**src/sv/b58d_pkg.sv**
```systemverilog
// Shared types, constants and the base-58 character decode for the
// base-58 identifier string decoder. No dependencies.
package b58d_pkg;

    localparam int STRING_LENGTH = 90;
    localparam int VALUE_WORDS   = 8;

    localparam int WORD_W  = 64;
    localparam int ACC_W   = VALUE_WORDS * WORD_W;
    localparam int RADIX_W = 6;
    localparam int CNT_W   = 8;
    localparam int IDX_W   = (VALUE_WORDS > 1) ? $clog2(VALUE_WORDS) : 1;

    localparam int QUEUE_DEPTH = 4;
    localparam int QPTR_W      = $clog2(QUEUE_DEPTH);

    localparam logic [CNT_W-1:0] CNT_MAX = {CNT_W{1'b1}};
    localparam logic [7:0]       CHAR_C  = 8'h63;
    localparam logic [7:0]       CHAR_4  = 8'h34;

    typedef enum logic [2:0] {
        ST_OK     = 3'd0,
        ST_LEN    = 3'd1,
        ST_PREFIX = 3'd2,
        ST_CHAR   = 3'd3,
        ST_OVF    = 3'd4
    } t_status;

    // one classified character, front to back
    typedef struct packed {
        logic                fold;
        logic [RADIX_W-1:0]  digit;
        logic                last;
        t_status             status;
    } t_cls;

    // finished string, back to emitter
    typedef struct packed {
        t_status             status;
        logic [ACC_W-1:0]    value;
    } t_load;

    // {valid, digit}
    function automatic logic [RADIX_W:0] digit_of(input logic [7:0] b);
        logic [RADIX_W:0] r;
        r = '0;
        if (b >= 8'h31 && b <= 8'h39) begin
            r = {1'b1, RADIX_W'(b - 8'h31)};
        end else if (b >= 8'h41 && b <= 8'h48) begin
            r = {1'b1, RADIX_W'(b - 8'h41 + 8'd9)};
        end else if (b >= 8'h4A && b <= 8'h4E) begin
            r = {1'b1, RADIX_W'(b - 8'h4A + 8'd17)};
        end else if (b >= 8'h50 && b <= 8'h5A) begin
            r = {1'b1, RADIX_W'(b - 8'h50 + 8'd22)};
        end else if (b >= 8'h61 && b <= 8'h6B) begin
            r = {1'b1, RADIX_W'(b - 8'h61 + 8'd33)};
        end else if (b >= 8'h6D && b <= 8'h7A) begin
            r = {1'b1, RADIX_W'(b - 8'h6D + 8'd44)};
        end
        return r;
    endfunction

endpackage

```
**src/sv/b58d_front.sv**
```systemverilog
// Input side: counts characters, checks prefix and alphabet, tracks
// sticky errors and emits one classified entry per character. Uses b58d_pkg.
module b58d_front import b58d_pkg::*; (
    input  logic       i_clk,
    input  logic       i_rst_n,
    input  logic       i_valid,
    input  logic [7:0] i_char,
    input  logic       i_last,
    output logic       o_ready,
    input  logic       i_q_ready,
    output logic       o_push,
    output t_cls       o_entry
);

    logic [CNT_W-1:0] r_count;
    logic             r_prefix_bad;
    logic             r_char_bad;

    logic [CNT_W-1:0] n_count;
    logic             n_prefix_bad;
    logic             n_char_bad;
    logic [RADIX_W:0] dig;

    assign o_ready = i_q_ready;
    assign o_push  = i_valid && i_q_ready;

    always_comb begin
        dig           = digit_of(i_char);
        n_prefix_bad  = r_prefix_bad;
        n_char_bad    = r_char_bad;
        o_entry.fold  = 1'b0;
        o_entry.digit = dig[RADIX_W-1:0];
        o_entry.last  = i_last;
        if (r_count == CNT_W'(0)) begin
            n_prefix_bad = r_prefix_bad || (i_char != CHAR_C);
        end else if (r_count == CNT_W'(1)) begin
            n_prefix_bad = r_prefix_bad || (i_char != CHAR_4);
        end else if (r_count < CNT_W'(STRING_LENGTH)) begin
            if (dig[RADIX_W]) begin
                o_entry.fold = 1'b1;
            end else begin
                n_char_bad = 1'b1;
            end
        end
        n_count = (r_count == CNT_MAX) ? r_count : r_count + CNT_W'(1);
        if (n_count != CNT_W'(STRING_LENGTH)) begin
            o_entry.status = ST_LEN;
        end else if (n_prefix_bad) begin
            o_entry.status = ST_PREFIX;
        end else if (n_char_bad) begin
            o_entry.status = ST_CHAR;
        end else begin
            o_entry.status = ST_OK;
        end
    end

    always_ff @(posedge i_clk) begin
        if (!i_rst_n) begin
            r_count      <= '0;
            r_prefix_bad <= 1'b0;
            r_char_bad   <= 1'b0;
        end else if (o_push) begin
            if (i_last) begin
                r_count      <= '0;
                r_prefix_bad <= 1'b0;
                r_char_bad   <= 1'b0;
            end else begin
                r_count      <= n_count;
                r_prefix_bad <= n_prefix_bad;
                r_char_bad   <= n_char_bad;
            end
        end
    end

endmodule

```
**src/sv/b58d_fifo.sv**
```systemverilog
// Short queue of classified characters between front and back.
// Uses b58d_pkg.
module b58d_fifo import b58d_pkg::*; (
    input  logic i_clk,
    input  logic i_rst_n,
    input  logic i_push,
    input  t_cls i_entry,
    output logic o_ready,
    output logic o_valid,
    output t_cls o_entry,
    input  logic i_pop
);

    t_cls              r_mem [QUEUE_DEPTH];
    logic [QPTR_W-1:0] r_wr;
    logic [QPTR_W-1:0] r_rd;
    logic [QPTR_W:0]   r_fill;

    assign o_ready = (r_fill != (QPTR_W+1)'(QUEUE_DEPTH));
    assign o_valid = (r_fill != '0);
    assign o_entry = r_mem[r_rd];

    always_ff @(posedge i_clk) begin
        if (i_push) begin
            r_mem[r_wr] <= i_entry;
        end
    end

    always_ff @(posedge i_clk) begin
        if (!i_rst_n) begin
            r_wr   <= '0;
            r_rd   <= '0;
            r_fill <= '0;
        end else begin
            if (i_push) begin
                r_wr <= r_wr + QPTR_W'(1);
            end
            if (i_pop) begin
                r_rd <= r_rd + QPTR_W'(1);
            end
            unique case ({i_push, i_pop})
                2'b10:   r_fill <= r_fill + (QPTR_W+1)'(1);
                2'b01:   r_fill <= r_fill - (QPTR_W+1)'(1);
                default: r_fill <= r_fill;
            endcase
        end
    end

endmodule

```
**src/sv/b58d_back.sv**
```systemverilog
// Back side: folds digits into the wide accumulator (acc*58 + digit as
// shift-add), tracks overflow and hands finished strings to the emitter.
// Uses b58d_pkg.
module b58d_back import b58d_pkg::*; (
    input  logic  i_clk,
    input  logic  i_rst_n,
    input  logic  i_valid,
    input  t_cls  i_entry,
    output logic  o_pop,
    output logic  o_load_valid,
    output t_load o_load,
    input  logic  i_load_ready
);

    localparam int EXT_W = ACC_W + RADIX_W;

    logic [ACC_W-1:0] r_acc;
    logic             r_ovf;

    logic [EXT_W-1:0] ext;
    logic [EXT_W-1:0] prod;
    logic [ACC_W-1:0] n_acc;
    logic             n_ovf;

    always_comb begin
        ext   = EXT_W'(r_acc);
        prod  = (ext << 6) - (ext << 3) + (ext << 1) + EXT_W'(i_entry.digit);
        n_acc = r_acc;
        n_ovf = r_ovf;
        if (i_entry.fold) begin
            n_acc = prod[ACC_W-1:0];
            n_ovf = r_ovf || (prod[EXT_W-1:ACC_W] != '0);
        end
    end

    assign o_pop        = i_valid && (!i_entry.last || i_load_ready);
    assign o_load_valid = i_valid && i_entry.last;
    assign o_load.value = n_acc;
    assign o_load.status = (i_entry.status != ST_OK) ? i_entry.status :
                           (n_ovf ? ST_OVF : ST_OK);

    always_ff @(posedge i_clk) begin
        if (!i_rst_n) begin
            r_acc <= '0;
            r_ovf <= 1'b0;
        end else if (o_pop) begin
            if (i_entry.last) begin
                r_acc <= '0;
                r_ovf <= 1'b0;
            end else begin
                r_acc <= n_acc;
                r_ovf <= n_ovf;
            end
        end
    end

endmodule

```
**src/sv/b58d_emit.sv**
```systemverilog
// Output register: holds a finished string and sends it as value words,
// most significant first. Uses b58d_pkg.
module b58d_emit import b58d_pkg::*; (
    input  logic              i_clk,
    input  logic              i_rst_n,
    input  logic              i_load_valid,
    input  t_load             i_load,
    output logic              o_load_ready,
    output logic              o_valid,
    input  logic              i_ready,
    output logic [WORD_W-1:0] o_word,
    output logic [2:0]        o_index,
    output t_status           o_status,
    output logic              o_last
);

    localparam logic [IDX_W-1:0] LAST_IDX = IDX_W'(VALUE_WORDS - 1);

    logic             r_busy;
    logic [ACC_W-1:0] r_buf;
    t_status          r_status;
    logic [IDX_W-1:0] r_idx;

    logic take;
    logic load;

    assign take         = r_busy && i_ready;
    assign o_load_ready = !r_busy || (take && r_idx == LAST_IDX);
    assign load         = i_load_valid && o_load_ready;

    assign o_valid  = r_busy;
    assign o_word   = r_buf[ACC_W-1 -: WORD_W];
    assign o_index  = 3'(r_idx);
    assign o_status = r_status;
    assign o_last   = (r_idx == LAST_IDX);

    always_ff @(posedge i_clk) begin
        if (!i_rst_n) begin
            r_busy <= 1'b0;
            r_idx  <= '0;
        end else if (load) begin
            r_busy <= 1'b1;
            r_idx  <= '0;
        end else if (take) begin
            r_busy <= (r_idx != LAST_IDX);
            r_idx  <= (r_idx == LAST_IDX) ? '0 : r_idx + IDX_W'(1);
        end
    end

    always_ff @(posedge i_clk) begin
        if (load) begin
            r_buf    <= (i_load.status == ST_OK) ? i_load.value : '0;
            r_status <= i_load.status;
        end else if (take) begin
            r_buf <= r_buf << WORD_W;
        end
    end

    a_err_zero: assert property (@(posedge i_clk) disable iff (!i_rst_n)
        (r_busy && r_status != ST_OK) |-> (o_word == '0))
        else $error("nonzero word on failed string");

    a_start_msw: assert property (@(posedge i_clk) disable iff (!i_rst_n)
        $rose(r_busy) |-> (r_idx == '0))
        else $error("string does not start at word zero");

    a_no_overrun: assert property (@(posedge i_clk) disable iff (!i_rst_n)
        (load && r_busy) |-> (take && r_idx == LAST_IDX))
        else $error("load overran unsent words");

    a_idle_idx: assert property (@(posedge i_clk) disable iff (!i_rst_n)
        !r_busy |-> (r_idx == '0))
        else $error("word index not cleared while idle");

endmodule

```
**src/sv/base58_id_string_decoder.sv**
```systemverilog
// Top level of the base-58 identifier string decoder: front, queue, back
// and output emitter. Uses b58d_pkg and the b58d_* modules.
//
// Takes one character per cycle, sustained. Each string ending in tlast
// gives VALUE_WORDS output transfers, one per cycle while tready is high,
// most significant word first; the emitter sends them from its own buffer
// while the accumulator already folds the next string. A string's final
// character reaches the output the cycle after it leaves the 4-entry queue;
// input stalls only when strings shorter than about VALUE_WORDS characters
// arrive back to back, or when the output side stalls long enough to fill
// the queue. The digit fold is a shift-add over the 512-bit accumulator.
module base58_id_string_decoder import b58d_pkg::*; (
    input  logic        i_clk,
    input  logic        i_rst_n,
    input  logic        i_s_axis_tvalid,
    output logic        o_s_axis_tready,
    input  logic [7:0]  i_s_axis_tdata,   // [7:0] char_code
    input  logic        i_s_axis_tlast,   // end_of_string
    output logic        o_m_axis_tvalid,
    input  logic        i_m_axis_tready,
    output logic [71:0] o_m_axis_tdata,   // [63:0] value_word, [66:64] word_index
    output logic [2:0]  o_m_axis_tuser,   // [2:0] status
    output logic        o_m_axis_tlast    // last_word
);

    logic  q_ready;
    logic  push;
    t_cls  push_entry;
    logic  q_valid;
    t_cls  q_entry;
    logic  pop;
    logic  load_valid;
    logic  load_ready;
    t_load load;

    logic [WORD_W-1:0] word;
    logic [2:0]        index;
    t_status           status;

    b58d_front u_front (
        .i_clk     (i_clk),
        .i_rst_n   (i_rst_n),
        .i_valid   (i_s_axis_tvalid),
        .i_char    (i_s_axis_tdata),
        .i_last    (i_s_axis_tlast),
        .o_ready   (o_s_axis_tready),
        .i_q_ready (q_ready),
        .o_push    (push),
        .o_entry   (push_entry)
    );

    b58d_fifo u_fifo (
        .i_clk   (i_clk),
        .i_rst_n (i_rst_n),
        .i_push  (push),
        .i_entry (push_entry),
        .o_ready (q_ready),
        .o_valid (q_valid),
        .o_entry (q_entry),
        .i_pop   (pop)
    );

    b58d_back u_back (
        .i_clk        (i_clk),
        .i_rst_n      (i_rst_n),
        .i_valid      (q_valid),
        .i_entry      (q_entry),
        .o_pop        (pop),
        .o_load_valid (load_valid),
        .o_load       (load),
        .i_load_ready (load_ready)
    );

    b58d_emit u_emit (
        .i_clk        (i_clk),
        .i_rst_n      (i_rst_n),
        .i_load_valid (load_valid),
        .i_load       (load),
        .o_load_ready (load_ready),
        .o_valid      (o_m_axis_tvalid),
        .i_ready      (i_m_axis_tready),
        .o_word       (word),
        .o_index      (index),
        .o_status     (status),
        .o_last       (o_m_axis_tlast)
    );

    assign o_m_axis_tdata = {5'b0, index, word};
    assign o_m_axis_tuser = status;

endmodule
```
**config.mk**
```make
export PLATFORM = sky130hd
export DESIGN_NAME = base58_id_string_decoder
export DESIGN_NICKNAME = d
export VERILOG_FILES = /design/src/sv/b58d_pkg.sv /design/src/sv/b58d_front.sv /design/src/sv/b58d_fifo.sv /design/src/sv/b58d_back.sv /design/src/sv/b58d_emit.sv /design/src/sv/base58_id_string_decoder.sv
export SDC_FILE = /design/constraint.sdc
export NUM_CORES = 2
export LEC_CHECK = 0
export BUFFER_PORTS_ARGS = -buffer_cell sky130_fd_sc_hd__buf_2
export CORE_AREA = 2 2 604 606
export CTS_CLUSTER_SIZE = 14
export DETAILED_ROUTE_END_ITERATION = 10
export DIE_AREA = 0 0 606 608
export GPL_ROUTABILITY_DRIVEN = 1
export SETUP_SLACK_MARGIN = 0.15
export SLEW_MARGIN = 5
export SYNTH_ARGS = -nofsm -noshare
export SYNTH_HDL_FRONTEND = slang
export SYNTH_SLANG_ARGS = --single-unit
```
**constraint.sdc**
```tcl
create_clock -name i_clk -period 25 [get_ports i_clk]
set_input_delay 1.25 -clock i_clk [delete_from_list [all_inputs] [get_ports i_clk]]
set_output_delay 1.25 -clock i_clk [all_outputs]
set_load 0.005 [all_outputs]
```
==> summary.md <==
| Metric | Value |
|---|---|
| Slowest-stage cell, CP | `buf_4` |
| Setup slack, reg-to-reg | `between 10 and 15 ns` |
| Cts hold-fix bufs | `0` |
| Non-Filler Instances | `roughly 19000` |
| Die W | `slightly above 600 um` |
| Worst-path clk slew | `0.06 ns` |
| Final WS setup | `14.53 ns` |
| Crit Path Max Fanout | `roughly 150` |
| Routing usage on met1 | `40.5%` |
| Die Ht | `between 600 and 700 um` |
| Placed Cells | `between 15000 and 20000` |
| Syn avg cell area | `roughly 7.4 sq um` |
| Synth Register Bits | `approximately 1100` |
| Fin crit share | `between 40% and 50%` |
| Routed WL per cell | `around 29 um` |
| Max clock buf depth | `4` |
| CP max stage delay | `0.83 ns` |
| Vias per Instance | `about 5.7` |
| Site row count | `between 200 and 250` |
| GR Overflow Total | `0` |
| Status | `finished with violations` |
| Port-buffer cells | `85` |
| Initial antenna violation count | `43` |
| H-tree Lvls | `4` |
| Netlist cell types | `108` |
| Post-synth EDFFs | `between 500 and 600` |
| GRT Max-Usage Layer | `met2` |
| Post-CTS Setup Inserts | `0` |
| Initial core utilization | `30.0%` |
| Worst Skew | `0.0806 ns` |
| Unrepaired setup endpoints after global routing | `false` |
| Main flop type after synthesis | `edfxtp_1` |
| Top-count cell post-synth | `inv_1` |
| CP startpoint kind | `flip-flop` |
| Max Fclk | `roughly 95 MHz` |
| Hold endpoint | `u_emit.o_index[2]` |
| Gr usage total | `28.9%` |
| M2 GR Usage | `a little over two fifths` |
| Worst Path Class, Setup | `reg -> reg` |
| TNS Setup | `0 ns` |
| Clk Latency, worst-skew pair | `between 0.9 and 1 ns` |
| Die area | `about 370000 sq um` |
| Max_cap viols | `1` |
| Hold Path Origin | `u_emit.o_index[2]` |
| CTS root buffer | `clkbuf_16` |
| Final hold vios | `0` |
| First-pass iteration count of the detailed router | `8` |
| Met3 Use GR | `4.27%` |
| WL final | `between 500000 and 600000 um` |
| Total clock sinks | `about 1100` |
| Worst min-delay path category | `reg -> reg` |
| Top cells by area, synth | `edfxtp_1 (15%), dfxtp_1 (9.9%), fa_1 (9.5%)` |
| GPL Wtd Cong | `1.06` |
| TritonCTS clock tree | `built` |
| Final max-slew violation count | `1` |
| DP HPWL | `458000 um` |
| Vias in the first global route | `between 100k and 150k` |
| Yosys Warn Count | `0` |
| Worst flop-to-flop path endpoint | `u_emit.r_buf[201]` |
| First-pass GRT wire length | `about 770000 um` |
| Hold Path Cell Cnt | `2` |
| Ys async rst share | `0%` |
| Nets@finish | `15200` |
| Initial DRC count | `between 10000 and 15000` |
| Register area share after synthesis | `roughly a quarter` |
| Top-area cell type share of the netlist area | `between 15 and 20%` |
| Vias | `108000` |
| Worst EP arrival | `roughly 11 ns` |
| Cts repair resizes | `0` |
| Tightest Pin Transition | `about 1.5 ns` |
| CP endpoint kind | `flip-flop` |
| Ports | `91` |
| Slew HR | `-1.60%` |
| Mapped Area | `108000 sq um` |
| Largest net degree at the start of global routing | `between 150 and 200` |
| Setup-failing EPs final | `0` |
| Tmin final | `10.47 ns` |
| Top post-synthesis cells by count | `inv_1 (1707), a21oi_1 (1622), nand2_1 (1549)` |
| Core area | `362000 sq um` |
| Critical Path RT | `25.55 ns` |
| Post-synthesis instance total | `roughly 15000` |
| DP Worst Slack | `around 15 ns` |
| Area Growth Syn to Fin | `7.91%` |
| Failing checks | `capacitance limit, slew limit` |
| Clock buffer count from CTS | `about 150` |
| FF-to-FF path depth | `25` |
| Post-synth top area cell | `edfxtp_1` |
| Remaining DRCs | `0` |
| ANT nets after route | `0` |
| Share of layout cells above drive strength 1 | `4.18%` |
==> critical path: cells and delay by family, from the launching register on <==
| kind | cells | cell delay (ns) |
|---|---|---|
| simple gates | 6 | 1.75 |
| fa+ha+maj | 2 | 0.68 |
| xor+xnor | 1 | 0.14 |
| flops | 1 | 0.76 |
| buf+inv | 5 | 2.22 |
| mux | 1 | 0.59 |
| compound gates | 10 | 3.58 |
==> layout by cell type (no fill, tap or decap), types with 45 or more instances in the layout <==
cell type and count:
clkbuf_16 148, nand2_1 1546, o21ai_0 1517, o31ai_1 65
a21boi_0 153, xnor2_1 419, a21o_1 288, fa_1 512
o21a_1 122, or3_1 46, buf_4 113, nor2_1 1311
buf_2 84, a21oi_1 1622, xor2_1 101, a22o_1 45
o21bai_1 191, nand4_1 396, o21ai_1 101, dfxtp_1 536
nor3_1 156, inv_1 1707, a31oi_1 88, edfxtp_1 555
ha_1 543, nor4_1 89, and2_1 416, nand3_1 584
==> metal layers <==
layer / part of all wire [%] / wire length, um
met5: 0.014 / 75
met4: 5.5 / 30500
met3: 8.0 / 43800
met2: 42 / 233000
met1: 44 / 242000
==> metrics by stage <==
step / cell area [sq um] / hold WS (ns) / utilization (%)
after CTS: 117000 / 0.488 / 32.3
after detailed placement: 112000 / 0.478 / 31.0
after floorplan: 108000 / 0.468 / -
after global routing: 117000 / 0.533 / 32.3
after global placement: 112000 / 0.473 / 31.0
final: 117000 / 0.489 / 32.3
==> final cells by class <==
cell class | instances | area [sq um]
multi-input combinational | 11000 | 70900
antenna | 18 | 45.0
clock buffer | 196 | 4020
tap | 4794 | 6000
sequential | 1091 | 27400
fill | 39400 | 245000
inverter | 1710 | 6420
clock inverter | 67 | 614
timing repair buffer | 209 | 1500
==> worst max path at each step <==
stage	to	slack, ns	depth (start not counted)
6_report	u_emit.r_buf[201]	14.53	25
5_1_grt	u_emit.r_buf[186]	14.19	25
4_1_cts	u_emit.r_buf[201]	14.76	25
3_5_place_dp	u_emit.r_buf[201]	14.83	25
3_3_place_gp	u_emit.r_buf[265]	14.99	25
2_1_floorplan	u_emit.r_buf[0]	10.35	8
==> state kept, by name, indices dropped and copies added, names as in the netlist, 2 cells and up, named ones only <==
| name | count |
|---|---|
| u_fifo.r_wr | 2 |
| u_back.r_acc | 512 |
| u_fifo.r_rd | 2 |
| u_emit.o_status | 3 |
| u_fifo.r_mem | 40 |
| u_emit.o_index | 3 |
| u_emit.r_buf | 512 |
| u_fifo.r_fill | 3 |
| u_front.r_count | 8 |
==> kinds of logic after synthesis <==
kind of cell / count (synthesis) / share of synthesized area, %
other: 1 / 0.00346
DFF: 1091 / 25.3
buffers and inverters: 2601 / 9.43
xor gates and xnor gates: 520 / 4.20
AOI/OAI and AO/OA: 4554 / 24.5
muxes: 15 / 0.246
adders and majority gates: 1055 / 15.7
and+or+nand+nor: 4816 / 20.6
Power is not shown: default switching activity piles up to over one toggle a cycle in this logic, so the estimate is an artifact.
